**config.mk**
```make
export PLATFORM = sky130hd
export DESIGN_NAME = variable_partition_allocator_core
export DESIGN_NICKNAME = d
export VERILOG_FILES = /design/src/rtl/vpa_pkg.sv /design/src/rtl/variable_partition_allocator_core.sv /design/src/rtl/vpa_table.sv /design/src/rtl/vpa_ctrl.sv
export SDC_FILE = /design/constraint.sdc
export NUM_CORES = 2
export LEC_CHECK = 0
export BUFFER_PORTS_ARGS = -buffer_cell sky130_fd_sc_hd__buf_2
export CAP_MARGIN = 20
export CORE_UTILIZATION = 35
export CTS_BUF_LIST = sky130_fd_sc_hd__clkbuf_16
export DETAILED_ROUTE_END_ITERATION = 12
export HOLD_SLACK_MARGIN = 0.06
export PLACE_DENSITY = 0.56
export SKIP_LAST_GASP = 1
export SLEW_MARGIN = 20
export SYNTH_ARGS = -nofsm -noshare
export SYNTH_HDL_FRONTEND = slang
export SYNTH_SLANG_ARGS = --single-unit
```
**constraint.sdc**
```tcl
create_clock -name clk -period 9.72 [get_ports clk]
set_clock_uncertainty 0.2 [all_clocks]
set_input_delay 0.486 -clock clk [delete_from_list [all_inputs] [get_ports clk]]
set_output_delay 0.486 -clock clk [all_outputs]
set_load 0.01 [all_outputs]
```
**src/rtl/vpa_pkg.sv**
```systemverilog
package vpa_pkg;

    localparam int MAX_SEGMENTS_DEF = 32;
    localparam int ADDR_BITS_DEF    = 16;

    typedef enum logic [2:0] {
        MODE_INIT    = 3'd0,
        MODE_ALLOC   = 3'd1,
        MODE_RELEASE = 3'd2,
        MODE_MERGE   = 3'd3,
        MODE_COMPACT = 3'd4
    } mode_e;

    typedef enum logic [1:0] {
        FIT_FIRST = 2'd0,
        FIT_BEST  = 2'd1,
        FIT_WORST = 2'd2
    } fit_e;

    typedef enum logic [1:0] {
        ST_OK      = 2'd0,
        ST_NO_FIT  = 2'd1,
        ST_NO_SEG  = 2'd2,
        ST_ZERO    = 2'd3
    } status_e;

    typedef enum logic [3:0] {
        S_IDLE,
        S_INIT,
        S_SEARCH,
        S_SPLIT,
        S_MERGE,
        S_COMPACT,
        S_CPT_TAIL,
        S_CLEAR,
        S_STATS,
        S_DONE
    } state_t;

    localparam logic [1:0] REG_TOTAL_SIZE = 2'd0;

    // Per-entry step of the shared unit
    typedef struct packed {
        logic        valid;
        logic        free;
        logic [31:0] length;
    } scan_t;

endpackage

```
**src/rtl/variable_partition_allocator_core.sv**
```systemverilog
// Variable partition allocator.
// Command channel: a request is taken when start is high and busy is low.
// mode selects init, allocate (first/best/worst fit), release, merge or compact.
// While a request runs, busy stays high and no other request is taken.
// The table is walked one entry per cycle through one read and one write port.
// An allocate with a split also shifts the entries above the pick up by one;
// release stops at the matching entry.
// The result is held on the output ports and marked by done for one cycle;
// the receiver must take it then, it cannot stall the block.
// total_size is written at APB address 0, by the user only while idle (nothing
// in the block enforces this), and is used by the next init request.
// After reset the block builds one free segment of size total_size
// (reset 65535), gives no result for it, then is idle.
module variable_partition_allocator_core #(
    parameter int MAX_SEGMENTS = vpa_pkg::MAX_SEGMENTS_DEF,
    parameter int ADDR_BITS    = vpa_pkg::ADDR_BITS_DEF
) (
    input  logic        clk,
    input  logic        rst_n,
    input  logic        psel,
    input  logic        penable,
    input  logic        pwrite,
    input  logic [0:0]  paddr,
    input  logic [31:0] pwdata,
    output logic [31:0] prdata,
    output logic        pready,
    input  logic        start,
    output logic        busy,
    input  logic [2:0]  mode,
    input  logic [1:0]  fit_rule,
    input  logic [7:0]  owner_id,
    input  logic [15:0] request_size,
    input  logic [15:0] release_start,
    output logic        done,
    output logic [1:0]  status,
    output logic [15:0] granted_start,
    output logic [15:0] granted_size,
    output logic [15:0] free_total,
    output logic [5:0]  hole_count,
    output logic [15:0] largest_hole
);
    import vpa_pkg::*;

    logic [15:0] total_reg;

    always_ff @(posedge clk or negedge rst_n)
    begin
        if (!rst_n)
        begin
            total_reg <= 16'hFFFF;
        end
        else if (psel && penable && pwrite && paddr == '0)
        begin
            total_reg <= pwdata[15:0];
        end
    end

    assign pready = 1'b1;
    assign prdata = {16'd0, total_reg};

    vpa_ctrl #(
        .MAX_SEGMENTS (MAX_SEGMENTS),
        .ADDR_BITS    (ADDR_BITS)
    ) u_ctrl (
        .clk           (clk),
        .rst_n         (rst_n),
        .start         (start),
        .busy          (busy),
        .mode          (mode),
        .fit_rule      (fit_rule),
        .owner_id      (owner_id),
        .request_size  (request_size),
        .release_start (release_start),
        .total_size    (ADDR_BITS'(total_reg)),
        .done          (done),
        .status        (status),
        .granted_start (granted_start),
        .granted_size  (granted_size),
        .free_total    (free_total),
        .hole_count    (hole_count),
        .largest_hole  (largest_hole)
    );

endmodule

```
**src/rtl/vpa_table.sv**
```systemverilog
// Segment table: register file with indexed read and write.
module vpa_table #(
    parameter int MAX_SEGMENTS = vpa_pkg::MAX_SEGMENTS_DEF,
    parameter int ADDR_BITS    = vpa_pkg::ADDR_BITS_DEF,
    parameter int IDX_BITS     = $clog2(MAX_SEGMENTS)
) (
    input  logic                 clk,
    input  logic                 rst_n,
    input  logic                 wr_en,
    input  logic [IDX_BITS-1:0]  wr_idx,
    input  logic [ADDR_BITS-1:0] wr_start,
    input  logic [ADDR_BITS-1:0] wr_length,
    input  logic                 wr_free,
    input  logic [7:0]           wr_owner,
    input  logic [IDX_BITS-1:0]  rd_idx,
    output logic [ADDR_BITS-1:0] rd_start,
    output logic [ADDR_BITS-1:0] rd_length,
    output logic                 rd_free,
    output logic [7:0]           rd_owner
);
    import vpa_pkg::*;

    logic [ADDR_BITS-1:0] start_mem  [MAX_SEGMENTS];
    logic [ADDR_BITS-1:0] length_mem [MAX_SEGMENTS];
    logic [7:0]           owner_mem  [MAX_SEGMENTS];
    logic [MAX_SEGMENTS-1:0] free_reg;

    always_ff @(posedge clk or negedge rst_n)
    begin
        if (!rst_n)
        begin
            free_reg <= '0;
        end
        else if (wr_en)
        begin
            free_reg[wr_idx] <= wr_free;
        end
    end

    always_ff @(posedge clk)
    begin
        if (wr_en)
        begin
            start_mem[wr_idx]  <= wr_start;
            length_mem[wr_idx] <= wr_length;
            owner_mem[wr_idx]  <= wr_owner;
        end
    end

    always_comb
    begin
        rd_start  = start_mem[rd_idx];
        rd_length = length_mem[rd_idx];
        rd_owner  = owner_mem[rd_idx];
        rd_free   = free_reg[rd_idx];
    end

endmodule

```
**src/rtl/vpa_ctrl.sv**
```systemverilog
// Sequencer: one table entry per cycle through a shared read port and write port.
module vpa_ctrl #(
    parameter int MAX_SEGMENTS = vpa_pkg::MAX_SEGMENTS_DEF,
    parameter int ADDR_BITS    = vpa_pkg::ADDR_BITS_DEF,
    parameter int IDX_BITS     = $clog2(MAX_SEGMENTS),
    parameter int CNT_BITS     = $clog2(MAX_SEGMENTS + 1)
) (
    input  logic                 clk,
    input  logic                 rst_n,
    input  logic                 start,
    output logic                 busy,
    input  logic [2:0]           mode,
    input  logic [1:0]           fit_rule,
    input  logic [7:0]           owner_id,
    input  logic [15:0]          request_size,
    input  logic [15:0]          release_start,
    input  logic [ADDR_BITS-1:0] total_size,
    output logic                 done,
    output logic [1:0]           status,
    output logic [15:0]          granted_start,
    output logic [15:0]          granted_size,
    output logic [15:0]          free_total,
    output logic [5:0]           hole_count,
    output logic [15:0]          largest_hole
);
    import vpa_pkg::*;

    localparam logic [CNT_BITS-1:0] MAXC = CNT_BITS'(MAX_SEGMENTS);

    state_t state_reg, state_next;
    logic [CNT_BITS-1:0] cnt_reg, cnt_next;
    logic [CNT_BITS-1:0] idx_reg, idx_next;   // read pointer
    logic [CNT_BITS-1:0] wp_reg, wp_next;     // write pointer
    logic [2:0]  mode_reg, mode_next;
    logic [1:0]  rule_reg, rule_next;
    logic [7:0]  own_reg, own_next;
    logic [ADDR_BITS-1:0] size_reg, size_next;
    logic [ADDR_BITS-1:0] rel_reg, rel_next;
    logic [1:0]  st_reg, st_next;
    logic        pick_ok_reg, pick_ok_next;
    logic [CNT_BITS-1:0] pick_reg, pick_next;
    logic [ADDR_BITS-1:0] pick_len_reg, pick_len_next;
    logic [ADDR_BITS-1:0] acc_reg, acc_next;     // running length / address
    logic                 acc_free_reg, acc_free_next;
    logic [ADDR_BITS-1:0] acc_start_reg, acc_start_next;
    logic [7:0]           acc_own_reg, acc_own_next;
    logic                 have_reg, have_next;
    logic [ADDR_BITS-1:0] fsum_reg, fsum_next;
    logic [ADDR_BITS-1:0] gs_reg, gs_next, gz_reg, gz_next;
    logic [ADDR_BITS-1:0] tot_reg, tot_next;
    logic [5:0]           holes_reg, holes_next;
    logic [ADDR_BITS-1:0] big_reg, big_next;
    logic                 done_reg, done_next;
    logic                 boot_reg, boot_next;   // table build after reset, no result

    logic                 wr_en;
    logic [IDX_BITS-1:0]  wr_idx, rd_idx;
    logic [ADDR_BITS-1:0] wr_start, wr_length, rd_start, rd_length;
    logic                 wr_free, rd_free;
    logic [7:0]           wr_owner, rd_owner;
    logic [ADDR_BITS:0]   sum_w;

    vpa_table #(
        .MAX_SEGMENTS (MAX_SEGMENTS),
        .ADDR_BITS    (ADDR_BITS),
        .IDX_BITS     (IDX_BITS)
    ) u_table (
        .clk       (clk),
        .rst_n     (rst_n),
        .wr_en     (wr_en),
        .wr_idx    (wr_idx),
        .wr_start  (wr_start),
        .wr_length (wr_length),
        .wr_free   (wr_free),
        .wr_owner  (wr_owner),
        .rd_idx    (rd_idx),
        .rd_start  (rd_start),
        .rd_length (rd_length),
        .rd_free   (rd_free),
        .rd_owner  (rd_owner)
    );

    always_ff @(posedge clk or negedge rst_n)
    begin
        if (!rst_n)
        begin
            state_reg <= S_INIT;
            cnt_reg   <= '0;
            idx_reg   <= '0;
            wp_reg    <= '0;
            done_reg  <= 1'b0;
            tot_reg   <= {ADDR_BITS{1'b1}};
            mode_reg  <= MODE_INIT;
            boot_reg  <= 1'b1;
        end
        else
        begin
            state_reg <= state_next;
            cnt_reg   <= cnt_next;
            idx_reg   <= idx_next;
            wp_reg    <= wp_next;
            done_reg  <= done_next;
            tot_reg   <= tot_next;
            mode_reg  <= mode_next;
            boot_reg  <= boot_next;
        end
    end

    always_ff @(posedge clk)
    begin
        rule_reg      <= rule_next;
        own_reg       <= own_next;
        size_reg      <= size_next;
        rel_reg       <= rel_next;
        st_reg        <= st_next;
        pick_ok_reg   <= pick_ok_next;
        pick_reg      <= pick_next;
        pick_len_reg  <= pick_len_next;
        acc_reg       <= acc_next;
        acc_free_reg  <= acc_free_next;
        acc_start_reg <= acc_start_next;
        acc_own_reg   <= acc_own_next;
        have_reg      <= have_next;
        fsum_reg      <= fsum_next;
        gs_reg        <= gs_next;
        gz_reg        <= gz_next;
        holes_reg     <= holes_next;
        big_reg       <= big_next;
    end

    assign rd_idx = idx_reg[IDX_BITS-1:0];
    assign sum_w  = {1'b0, acc_reg} + {1'b0, rd_length};

    always_comb
    begin
        state_next     = state_reg;
        cnt_next       = cnt_reg;
        idx_next       = idx_reg;
        wp_next        = wp_reg;
        mode_next      = mode_reg;
        rule_next      = rule_reg;
        own_next       = own_reg;
        size_next      = size_reg;
        rel_next       = rel_reg;
        st_next        = st_reg;
        pick_ok_next   = pick_ok_reg;
        pick_next      = pick_reg;
        pick_len_next  = pick_len_reg;
        acc_next       = acc_reg;
        acc_free_next  = acc_free_reg;
        acc_start_next = acc_start_reg;
        acc_own_next   = acc_own_reg;
        have_next      = have_reg;
        fsum_next      = fsum_reg;
        gs_next        = gs_reg;
        gz_next        = gz_reg;
        tot_next       = tot_reg;
        holes_next     = holes_reg;
        big_next       = big_reg;
        boot_next      = boot_reg;
        done_next      = 1'b0;
        wr_en          = 1'b0;
        wr_idx         = wp_reg[IDX_BITS-1:0];
        wr_start       = '0;
        wr_length      = '0;
        wr_free        = 1'b0;
        wr_owner       = '0;

        case (state_reg)
            S_IDLE:
            begin
                tot_next = total_size;
                if (start)
                begin
                    mode_next    = mode;
                    rule_next    = fit_rule;
                    own_next     = owner_id;
                    size_next    = ADDR_BITS'(request_size);
                    rel_next     = ADDR_BITS'(release_start);
                    st_next      = ST_OK;
                    gs_next      = '0;
                    gz_next      = '0;
                    idx_next     = '0;
                    wp_next      = '0;
                    pick_ok_next = 1'b0;
                    have_next    = 1'b0;
                    acc_next     = '0;
                    fsum_next    = '0;
                    state_next   = S_STATS;
                    case (mode)
                        MODE_INIT:
                        begin
                            state_next = S_INIT;
                        end
                        MODE_ALLOC:
                        begin
                            if (request_size == '0)
                            begin
                                st_next = ST_ZERO;
                            end
                            else if (fit_rule > FIT_WORST)
                            begin
                                st_next = ST_NO_FIT;
                            end
                            else
                            begin
                                state_next = S_SEARCH;
                            end
                        end
                        MODE_RELEASE:
                        begin
                            st_next    = ST_NO_SEG;
                            state_next = S_SEARCH;
                        end
                        MODE_MERGE:
                        begin
                            state_next = S_MERGE;
                        end
                        MODE_COMPACT:
                        begin
                            state_next = S_COMPACT;
                        end
                        default:
                        begin
                            state_next = S_STATS;
                        end
                    endcase
                end
            end

            S_INIT:
            begin
                wr_en     = 1'b1;
                wr_idx    = '0;
                wr_length = tot_reg;
                wr_free   = 1'b1;
                cnt_next  = CNT_BITS'(1);
                idx_next  = '0;
                boot_next = 1'b0;
                state_next = boot_reg ? S_IDLE : S_STATS;
            end

            // Linear scan: fit search on allocate, address match on release
            S_SEARCH:
            begin
                if (idx_reg == cnt_reg)
                begin
                    if (mode_reg == MODE_ALLOC)
                    begin
                        if (!pick_ok_reg)
                        begin
                            st_next    = ST_NO_FIT;
                            idx_next   = '0;
                            state_next = S_STATS;
                        end
                        else
                        begin
                            idx_next   = pick_reg;
                            state_next = S_SPLIT;
                        end
                    end
                    else
                    begin
                        idx_next   = '0;
                        state_next = S_STATS;
                    end
                end
                else if (mode_reg == MODE_RELEASE)
                begin
                    if (!rd_free && rd_start == rel_reg)
                    begin
                        wr_en      = 1'b1;
                        wr_idx     = rd_idx;
                        wr_start   = rd_start;
                        wr_length  = rd_length;
                        wr_free    = 1'b1;
                        st_next    = ST_OK;
                        idx_next   = '0;
                        state_next = S_STATS;
                    end
                    else
                    begin
                        idx_next = idx_reg + 1'b1;
                    end
                end
                else
                begin
                    idx_next = idx_reg + 1'b1;
                    if (rd_free && rd_length >= size_reg)
                    begin
                        if (rule_reg == FIT_FIRST)
                        begin
                            pick_ok_next  = 1'b1;
                            pick_next     = idx_reg;
                            pick_len_next = rd_length;
                            idx_next      = idx_reg;
                            state_next    = S_SPLIT;
                        end
                        else if (!pick_ok_reg
                                 || (rule_reg == FIT_BEST && rd_length < pick_len_reg)
                                 || (rule_reg == FIT_WORST && rd_length > pick_len_reg))
                        begin
                            pick_ok_next  = 1'b1;
                            pick_next     = idx_reg;
                            pick_len_next = rd_length;
                        end
                    end
                end
            end

            // Shift entries above the pick up by one from the top, write the pair; else own the hole
            S_SPLIT:
            begin
                if (pick_len_reg > size_reg && cnt_reg < MAXC)
                begin
                    if (idx_reg == pick_reg)
                    begin
                        // idx at pick: shift pointer starts at top
                        if (!have_reg)
                        begin
                            have_next      = 1'b1;
                            acc_start_next = rd_start;
                            idx_next       = cnt_reg - 1'b1;
                            wp_next        = cnt_reg;
                            if (cnt_reg - 1'b1 == pick_reg)
                            begin
                                idx_next = pick_reg;
                                wp_next  = pick_reg + 1'b1;
                            end
                        end
                        if (have_reg || cnt_reg - 1'b1 == pick_reg)
                        begin
                            wr_en     = 1'b1;
                            wr_idx    = IDX_BITS'(pick_reg + 1'b1);
                            wr_start  = (have_reg ? acc_start_reg : rd_start) + size_reg;
                            wr_length = pick_len_reg - size_reg;
                            wr_free   = 1'b1;
                            cnt_next  = cnt_reg + 1'b1;
                            gs_next   = have_reg ? acc_start_reg : rd_start;
                            gz_next   = size_reg;
                            state_next = S_CPT_TAIL;
                        end
                    end
                    else
                    begin
                        wr_en     = 1'b1;
                        wr_idx    = wp_reg[IDX_BITS-1:0];
                        wr_start  = rd_start;
                        wr_length = rd_length;
                        wr_free   = rd_free;
                        wr_owner  = rd_owner;
                        wp_next   = wp_reg - 1'b1;
                        idx_next  = idx_reg - 1'b1;
                    end
                end
                else
                begin
                    wr_en      = 1'b1;
                    wr_idx     = rd_idx;
                    wr_start   = rd_start;
                    wr_length  = rd_length;
                    wr_free    = 1'b0;
                    wr_owner   = own_reg;
                    gs_next    = rd_start;
                    gz_next    = rd_length;
                    idx_next   = '0;
                    state_next = S_STATS;
                end
            end

            // Finish allocate: owned piece at the pick; finish compact: combined free segment at the end
            S_CPT_TAIL:
            begin
                if (mode_reg == MODE_ALLOC)
                begin
                    wr_en      = 1'b1;
                    wr_idx     = pick_reg[IDX_BITS-1:0];
                    wr_start   = gs_reg;
                    wr_length  = size_reg;
                    wr_free    = 1'b0;
                    wr_owner   = own_reg;
                    idx_next   = '0;
                    state_next = S_STATS;
                end
                else
                begin
                    // compact: append combined free segment
                    if (fsum_reg != '0 && wp_reg < MAXC)
                    begin
                        wr_en     = 1'b1;
                        wr_idx    = wp_reg[IDX_BITS-1:0];
                        wr_start  = acc_reg;
                        wr_length = fsum_reg;
                        wr_free   = 1'b1;
                        wp_next   = wp_reg + 1'b1;
                    end
                    cnt_next   = (fsum_reg != '0 && wp_reg < MAXC) ? wp_reg + 1'b1 : wp_reg;
                    idx_next   = '0;
                    state_next = S_STATS;
                end
            end

            // Coalesce: read one entry per cycle, keep a pending run
            S_MERGE:
            begin
                if (idx_reg == cnt_reg)
                begin
                    if (have_reg)
                    begin
                        wr_en     = 1'b1;
                        wr_start  = acc_start_reg;
                        wr_length = acc_reg;
                        wr_free   = acc_free_reg;
                        wr_owner  = acc_own_reg;
                        cnt_next  = wp_reg + 1'b1;
                    end
                    idx_next   = '0;
                    state_next = S_STATS;
                end
                else
                begin
                    idx_next = idx_reg + 1'b1;
                    if (have_reg && acc_free_reg && rd_free)
                    begin
                        acc_next = sum_w[ADDR_BITS-1:0];
                    end
                    else
                    begin
                        if (have_reg)
                        begin
                            wr_en     = 1'b1;
                            wr_start  = acc_start_reg;
                            wr_length = acc_reg;
                            wr_free   = acc_free_reg;
                            wr_owner  = acc_own_reg;
                            wp_next   = wp_reg + 1'b1;
                        end
                        have_next      = 1'b1;
                        acc_next       = rd_length;
                        acc_free_next  = rd_free;
                        acc_start_next = rd_start;
                        acc_own_next   = rd_owner;
                    end
                end
            end

            // Compact: owned entries forward, addresses in acc
            S_COMPACT:
            begin
                if (idx_reg == cnt_reg)
                begin
                    state_next = S_CPT_TAIL;
                end
                else
                begin
                    idx_next = idx_reg + 1'b1;
                    if (rd_free)
                    begin
                        fsum_next = fsum_reg + rd_length;
                    end
                    else
                    begin
                        wr_en     = 1'b1;
                        wr_start  = acc_reg;
                        wr_length = rd_length;
                        wr_free   = 1'b0;
                        wr_owner  = rd_owner;
                        acc_next  = acc_reg + rd_length;
                        wp_next   = wp_reg + 1'b1;
                    end
                end
            end

            // Statistics pass
            S_STATS:
            begin
                if (idx_reg == '0)
                begin
                    fsum_next  = '0;
                    holes_next = '0;
                    big_next   = '0;
                end
                if (idx_reg == cnt_reg)
                begin
                    done_next  = 1'b1;
                    state_next = S_DONE;
                end
                else
                begin
                    idx_next = idx_reg + 1'b1;
                    if (rd_free)
                    begin
                        fsum_next  = (idx_reg == '0 ? '0 : fsum_reg) + rd_length;
                        holes_next = (idx_reg == '0 ? 6'd0 : holes_reg) + 6'd1;
                        if (idx_reg == '0 || rd_length > big_reg)
                        begin
                            big_next = rd_length;
                        end
                    end
                end
            end

            S_DONE:
            begin
                state_next = S_IDLE;
            end

            default:
            begin
                state_next = S_IDLE;
            end
        endcase
    end

    assign busy          = (state_reg != S_IDLE);
    assign done          = done_reg;
    assign status        = st_reg;
    assign granted_start = 16'(gs_reg);
    assign granted_size  = 16'(gz_reg);
    assign free_total    = 16'(fsum_reg);
    assign hole_count    = holes_reg;
    assign largest_hole  = 16'(big_reg);

endmodule

```
### Word-level counts from Yosys, hierarchy flattened

Memories as Yosys holds them, arrays and structs flattened.
Index checks and enable logic that the tools add are counted.

* add/subtract/negate cells: 14
* multiply operators: 0
* div/mod/pow operators: 0
* order comparisons: 11
* equality and inequality tests: 50
* shifts and indexed selects: 0
* mux-type cells: 176
* bitwise logic cells: 4
* reduce and logical (&&, ||, !) cells: 51

Operator list (count)
* $mux 16: 53
* $mux 6: 34
* $pmux 16 s2: 3
* $pmux 16 s3: 2
* $pmux 16 s6: 1
* $add 16x16->16: 5
* $pmux 16 s5: 1
* $mux 4: 17
* $gt 16x16->1: 3
* $mux 1: 36
* $pmux 6 s6: 1
* $mux 5: 7
* $bwmux 32: 1
* $pmux 4 s8: 1
* $add 6x1->6 const B: 5
* $pmux 6 s5: 1
* $pmux 6 s4: 1
* $pmux 4 s5: 1
* $pmux 5 s4: 1
* $reduce_and 5->1: 4
* $eq 6x6->1: 3
* $ne 2x1->1 const B: 9
* $ne 2x2->1 const B: 9
* $reduce_and 6->1: 3
* 54 further kinds: 104

* register bits: 254
* bits in latches: 0
* memory bits (writable): 1024
* bits in read-only memories: 0
* input port bits: 84
* output and inout bits: 107
* logic and storage cells: 334
* memories kept: 2

Memories
* u_ctrl.u_table.length_mem: words 32, width 16, read ports 1, clocked after memory_dff 0, write ports 1, RTL line vpa_table.sv:24 `logic [ADDR_BITS-1:0] length_mem [MAX_SEGMENTS];`
* u_ctrl.u_table.start_mem: words 32, width 16, read ports 1, clocked after memory_dff 0, write ports 1, RTL line vpa_table.sv:23 `logic [ADDR_BITS-1:0] start_mem [MAX_SEGMENTS];`

### Longest topological paths before layout

* depth in word-level cells: 13
* mapped depth: 28
* depth with buffers taken out: 19

### Modules after synthesis

A second synthesis with hierarchy kept.

* cell total of the unflattened synthesis: 4754
* area, all modules: 68936.1 µm²

Modules (own cells, without submodules)
* vpa_table: instances 1, cells each 2877, area an instance 51157.8 µm², seq. area each 39237.6 µm²
* vpa_ctrl: instances 1, cells each 1824, area an instance 16970.0 µm², seq. area each 6473.7 µm²
* variable_partition_allocator_core: instances 1, cells each 53, area an instance 808.3 µm², seq. area each 420.4 µm²

### Worst setup path before layout

OpenSTA, ideal clock, no wires.

* kind: register to register
* start point: reg u_ctrl.idx_reg[0]
* end point: reg u_ctrl.pick_len_reg[0], enable pin
* setup time: 429 ps
* arrival time: 7434 ps
* required time: 9091 ps
* path slack: 1658 ps
* stages on the path, launching flop included: 26
* path buffers: 8
* period minus slack after synthesis: 8062 ps
* cell sequence: dfrtp_1 -> buf_6 -> buf_6 -> buf_6 -> buf_4 -> buf_4 -> buf_4 -> clkbuf_1 -> buf_1 -> mux4_2 -> mux4_2 -> mux2i_1 -> inv_1 -> ha_1 -> nor2b_1 -> o21a_1 -> o21a_1 -> o21a_1 -> o21a_1 -> o21ai_0 -> nand2b_1 -> a21oi_1 -> o31ai_1 -> a31o_2 -> and3_1 -> nor3_1

* word-level cells in the longest chain between the ends: 7
* elaborated cells between the ends (all ways): 15
* classes of those cells: order compare: 3; eq/ne: 1; mux: 2; bitwise: 1; reduce/logical: 7; memory: 1

RTL lines
* from (decl): RTL line vpa_ctrl.sv:32 `logic [CNT_BITS-1:0] idx_reg, idx_next;`
* from (signal assigned): RTL line vpa_ctrl.sv:100 `idx_reg <= idx_next;`
* $mem_v2 32x16 (*)
* named net u_ctrl.rd_length[1]: RTL line vpa_ctrl.sv:58 `logic [ADDR_BITS-1:0] wr_start, wr_length, rd_start, rd_length;`
* $lt 16x16->1: RTL line vpa_ctrl.sv:300 `|| (rule_reg == FIT_BEST && rd_length < pick_len_reg)`
* $logic_and 1x1->1: RTL line vpa_ctrl.sv:300
* $logic_or 1x1->1: RTL line vpa_ctrl.sv:300
* $logic_or 1x1->1: RTL line vpa_ctrl.sv:301 `|| (rule_reg == FIT_WORST && rd_length > pick_len_reg))`
* $reduce_bool 2->1 (no source line)
* $reduce_and 5->1 (no source line) (*)
* to (signal assigned): RTL line vpa_ctrl.sv:118 `pick_len_reg <= pick_len_next;`
* to (decl): RTL line vpa_ctrl.sv:42 `logic [ADDR_BITS-1:0] pick_len_reg, pick_len_next;`

Mark *: on every way through the listed nets, which the timed path passes. The rest lies on a longest branch. The select of a mux whose other input is x is not followed.
A chain may end at the register's enable or synchronous reset.

### Final worst setup path

* start point: reg u_ctrl.idx_reg[0]
* end point: mem u_ctrl.u_table.length_mem[18][3] (netlist bit), enable pin

* word-level cells in the longest chain between the ends: 10
* elaborated cells between the ends (all ways): 27
* classes of those cells: eq/ne: 3; mux: 20; reduce/logical: 3; memory: 1

RTL lines (RTL line)
* parallel branches: the longest is 10 deep, another holds $mem_v2 32x16
* to (decl): vpa_table.sv:24

Parallel ways; which one is timed is not known. The select of a mux whose other input is x is not followed.

==> results.toml <==
[setup_path]
arrival_ns = 8.23
worstPathMaxFanout = 34
path_cells = "buf_4, mux4_2, a22oi_1, a22o_1, xnor2_1, nor4_1, nand4_1, o21a_1, a221oi_4, nand3b_1, nor2_4, buf_4"
crit_path_max_incr_delay_ns = 0.96
cp-start-kind = "register"
cp_common_cell = "buf_4"
slowest_stage = "nor2_4"
crit_required_ns = 9.99
endpoint_kind = "register"
criticalPathCategory = "reg2reg"

[cts]
cts_tree = "yes"
clk_pin_slew_ns = 0.07
cts_max_path_buffers = 3
root_buffer = "clkbuf_16"
cts_num_sinks = 1278
cts_made_buffers = 137
insertion_delay_ns = 0.79
htree_num_levels = 4

[floorplanning]
rows = 148
die_area_mm2 = 0.166
initial_core_util_pct = 35.2
chipWidth_um = 407
core_area_mm2 = 0.163
io_pins = 191
die_h_um = 407

[sta]
finalSetupViolCount = 0
drv_slew = 0
clock.fmax_mhz = 126
worst_pin_slew_ns = 1.14
fin_tns_setup_ns = 0
setup_ws_ns = 1.76
maxSlewHeadroom_pct = 23.8
period_needed_ns = 7.96
grt_setup_unrepaired = "no"
timing.final.crit_share_pct = 81.9
timing_hold_violations_final = 0

[grt]
antenna_found_initial = 0
grt_usage_pct = 20.7
grt_pass1_wl_um = 245000
grt_overflow_total = 0
grt_max_degree = 114
grt_pass1_vias = 33700

[synthesis]
yosys.cell_types.count = 93
yosysWarnings = 0
async_reset_ff_share_pct = 7.12
yosysSeqAreaShare_pct = 66.2
netlist.top_cell.by_area = "edfxtp_1"
yosysTopAreaCellShare_pct = 62.1
synth_commonest_cells = "edfxtp_1, mux4_2, nand2_1"
ys.flop_type = "edfxtp_1"
synth.avg_cell_area_um2 = 16.2
yosys-top-cells-area = "edfxtp_1, mux4_2, ha_1, dfrtp_1, mux2i_1"
syn_area_mm2 = 0.0574
synth_cells = 3548
yosys_register_bits = 1278
synth_most_common_cell = "edfxtp_1"
synth_edf_count = 1187

[route]
drt_iter0_drc = 4080
drtPass1Iterations = 9
vias = 34500
wire_per_inst_um = 28.1
vias_per_cell = 5.63
ant_nets = 0
drc = 0
totalWireLength_um = 172000

[final_layout]
num-fill-cells = 14600
fin_nets = 4062
layout-drive-gt1-share_pct = 23.4
regArea_mm2 = 0.0380
multi_input_area_mm2 = 0.0184
syn2layout_area_growth_pct = 16.2
instances_no_fill = 6126

[power_and_ir_drop]
comb_power_share_pct = 40.0
ir_worst_vdd_uv = 158
power.density_mw_per_mm2 = 327
intPower_w = 0.0134
leakage_nw = 23.4
clkPwrFrac_pct = 23.8
p_sw_share_pct = 38.5
seq_power_share_pct = 36.2
switchingPower_w = 0.00837

[worst_hold_path]
hp-class = "in2reg"

[flow_run]
drv_cap = 0

[place]
gp_congestion = 0.911
dp_hpwl_um = 109000
place_inst = 5821
port-buffer-count = 149
dpl_worst_slack_ns = 1.82

[status]
outcome = "finished, final reports clean"
critical path: cells and delay by family, from the launching register on:
family	cells	cell delay, ns
simple gates	4	2.81
compound gates	4	1.93
buf+inv	2	1.07
flops	1	0.79
mux	1	0.58
xor+xnor	1	0.15
power groups by stage:
stage                     logic (W)  clock network [W]  registers [W]
after global routing        0.00941            0.00547        0.00792
after global placement      0.00854                  0        0.00797
final                       0.00870            0.00518        0.00789
after detailed placement    0.00862                  0        0.00799
after CTS                   0.00867            0.00528        0.00788
after floorplan             0.00568                  0        0.00769
cell families (layout without fill, tap and decap cells):
logic type | Yosys count | in the layout | synth area share, %
AO/OA/AOI/OAI | 608 | 608 | 7.50
XOR/XNOR | 114 | 114 | 1.76
adder cells (fa/ha/maj) | 138 | 138 | 3.08
buffers and inverters | 325 | 711 | 2.49
flip-flops | 1278 | 1278 | 66.2
multiplexers | 447 | 447 | 13.6
other | 2 | 19 | 0.0131
AND/OR/NAND/NOR | 636 | 636 | 5.35
final timing paths:
kind,from,to,slack (ns),cells after the start
worst max-delay path,u_ctrl.idx_reg[0],u_ctrl.u_table.length_mem[18][3],1.76,12
worst min-delay path,release_start[12],u_ctrl.rel_reg[12],0.22,2
worst max register to register,u_ctrl.idx_reg[0],u_ctrl.u_table.length_mem[18][3],1.76,12
worst min register to register,total_reg[13],u_ctrl.tot_reg[13],0.26,2
max in group asynchronous,rst_n,u_ctrl.idx_reg[0],8.44,3
min in group asynchronous,rst_n,u_ctrl.u_table.free_reg[31],0.23,3
metal layers:
| metal | track usage [%] | part of all wire [%] | vias up |
|---|---|---|---|
| li1 | - | - | 14700 |
| met1 | 29.1 | 43 | 18000 |
| met2 | 33.2 | 47 | 1460 |
| met3 | 3.03 | 6.9 | 248 |
| met4 | 6.23 | 2.7 | 0 |
| met5 | 0 | 0 | - |
through the flow:
step	utilization, %	total power [W]	area [um^2]	hold WS, ns
2_1_floorplan	-	0.0134	57400	-0.00959
3_3_place_gp	37.8	0.0165	61600	0.220
3_5_place_dp	37.8	0.0166	61600	0.222
4_1_cts	40.9	0.0218	66600	0.163
5_1_grt	40.9	0.0228	66600	0.213
6_report	40.9	0.0218	66600	0.220
cells in the final DEF, fill, tap and decap left out, types with 23 or more instances in the layout:
cell type | Yosys | layout
a21oi_1 | 115 | 114
xnor2_1 | 66 | 66
nor2_4 | 0 | 28
dlygate4sd3_1 | 0 | 54
buf_2 | 18 | 149
buf_4 | 28 | 125
mux2i_1 | 122 | 121
xor2_1 | 47 | 47
edfxtp_1 | 1187 | 1187
ha_1 | 133 | 133
a222oi_1 | 36 | 36
clkinv_2 | 0 | 26
o22ai_1 | 43 | 43
clkbuf_16 | 0 | 141
inv_1 | 114 | 140
nor2_1 | 166 | 149
nand3_1 | 31 | 30
dfrtp_1 | 57 | 53
nand2_1 | 213 | 213
clkinv_1 | 3 | 27
mux4_2 | 260 | 260
mux2_2 | 46 | 46
dfstp_2 | 34 | 34
and2_1 | 33 | 33
nor3_1 | 33 | 30
o21ai_0 | 99 | 97
a21o_1 | 37 | 37
a211oi_1 | 36 | 35
a22oi_1 | 23 | 23
repair_timing:
item / 4_1_cts / 5_1_grt
setup buffers: 0 / 0
hold buffers: 55 / 0
setup endpoints to repair: 0 / 0
endpoints found under the hold margin: 77 / 0
gates resized for setup: 0 / 0
layout make-up:
type                       instances  share of cell area, %
sequential                      1278                   57.0
multi-input combinational       1960                   27.7
clock buffer                     141                   5.30
tap                             2175                   4.08
timing repair buffer             346                   3.87
clock inverter                   107                   1.42
inverter                         117                  0.661
antenna                            2                0.00751
Note: power is estimated with default switching activity, not from simulation.
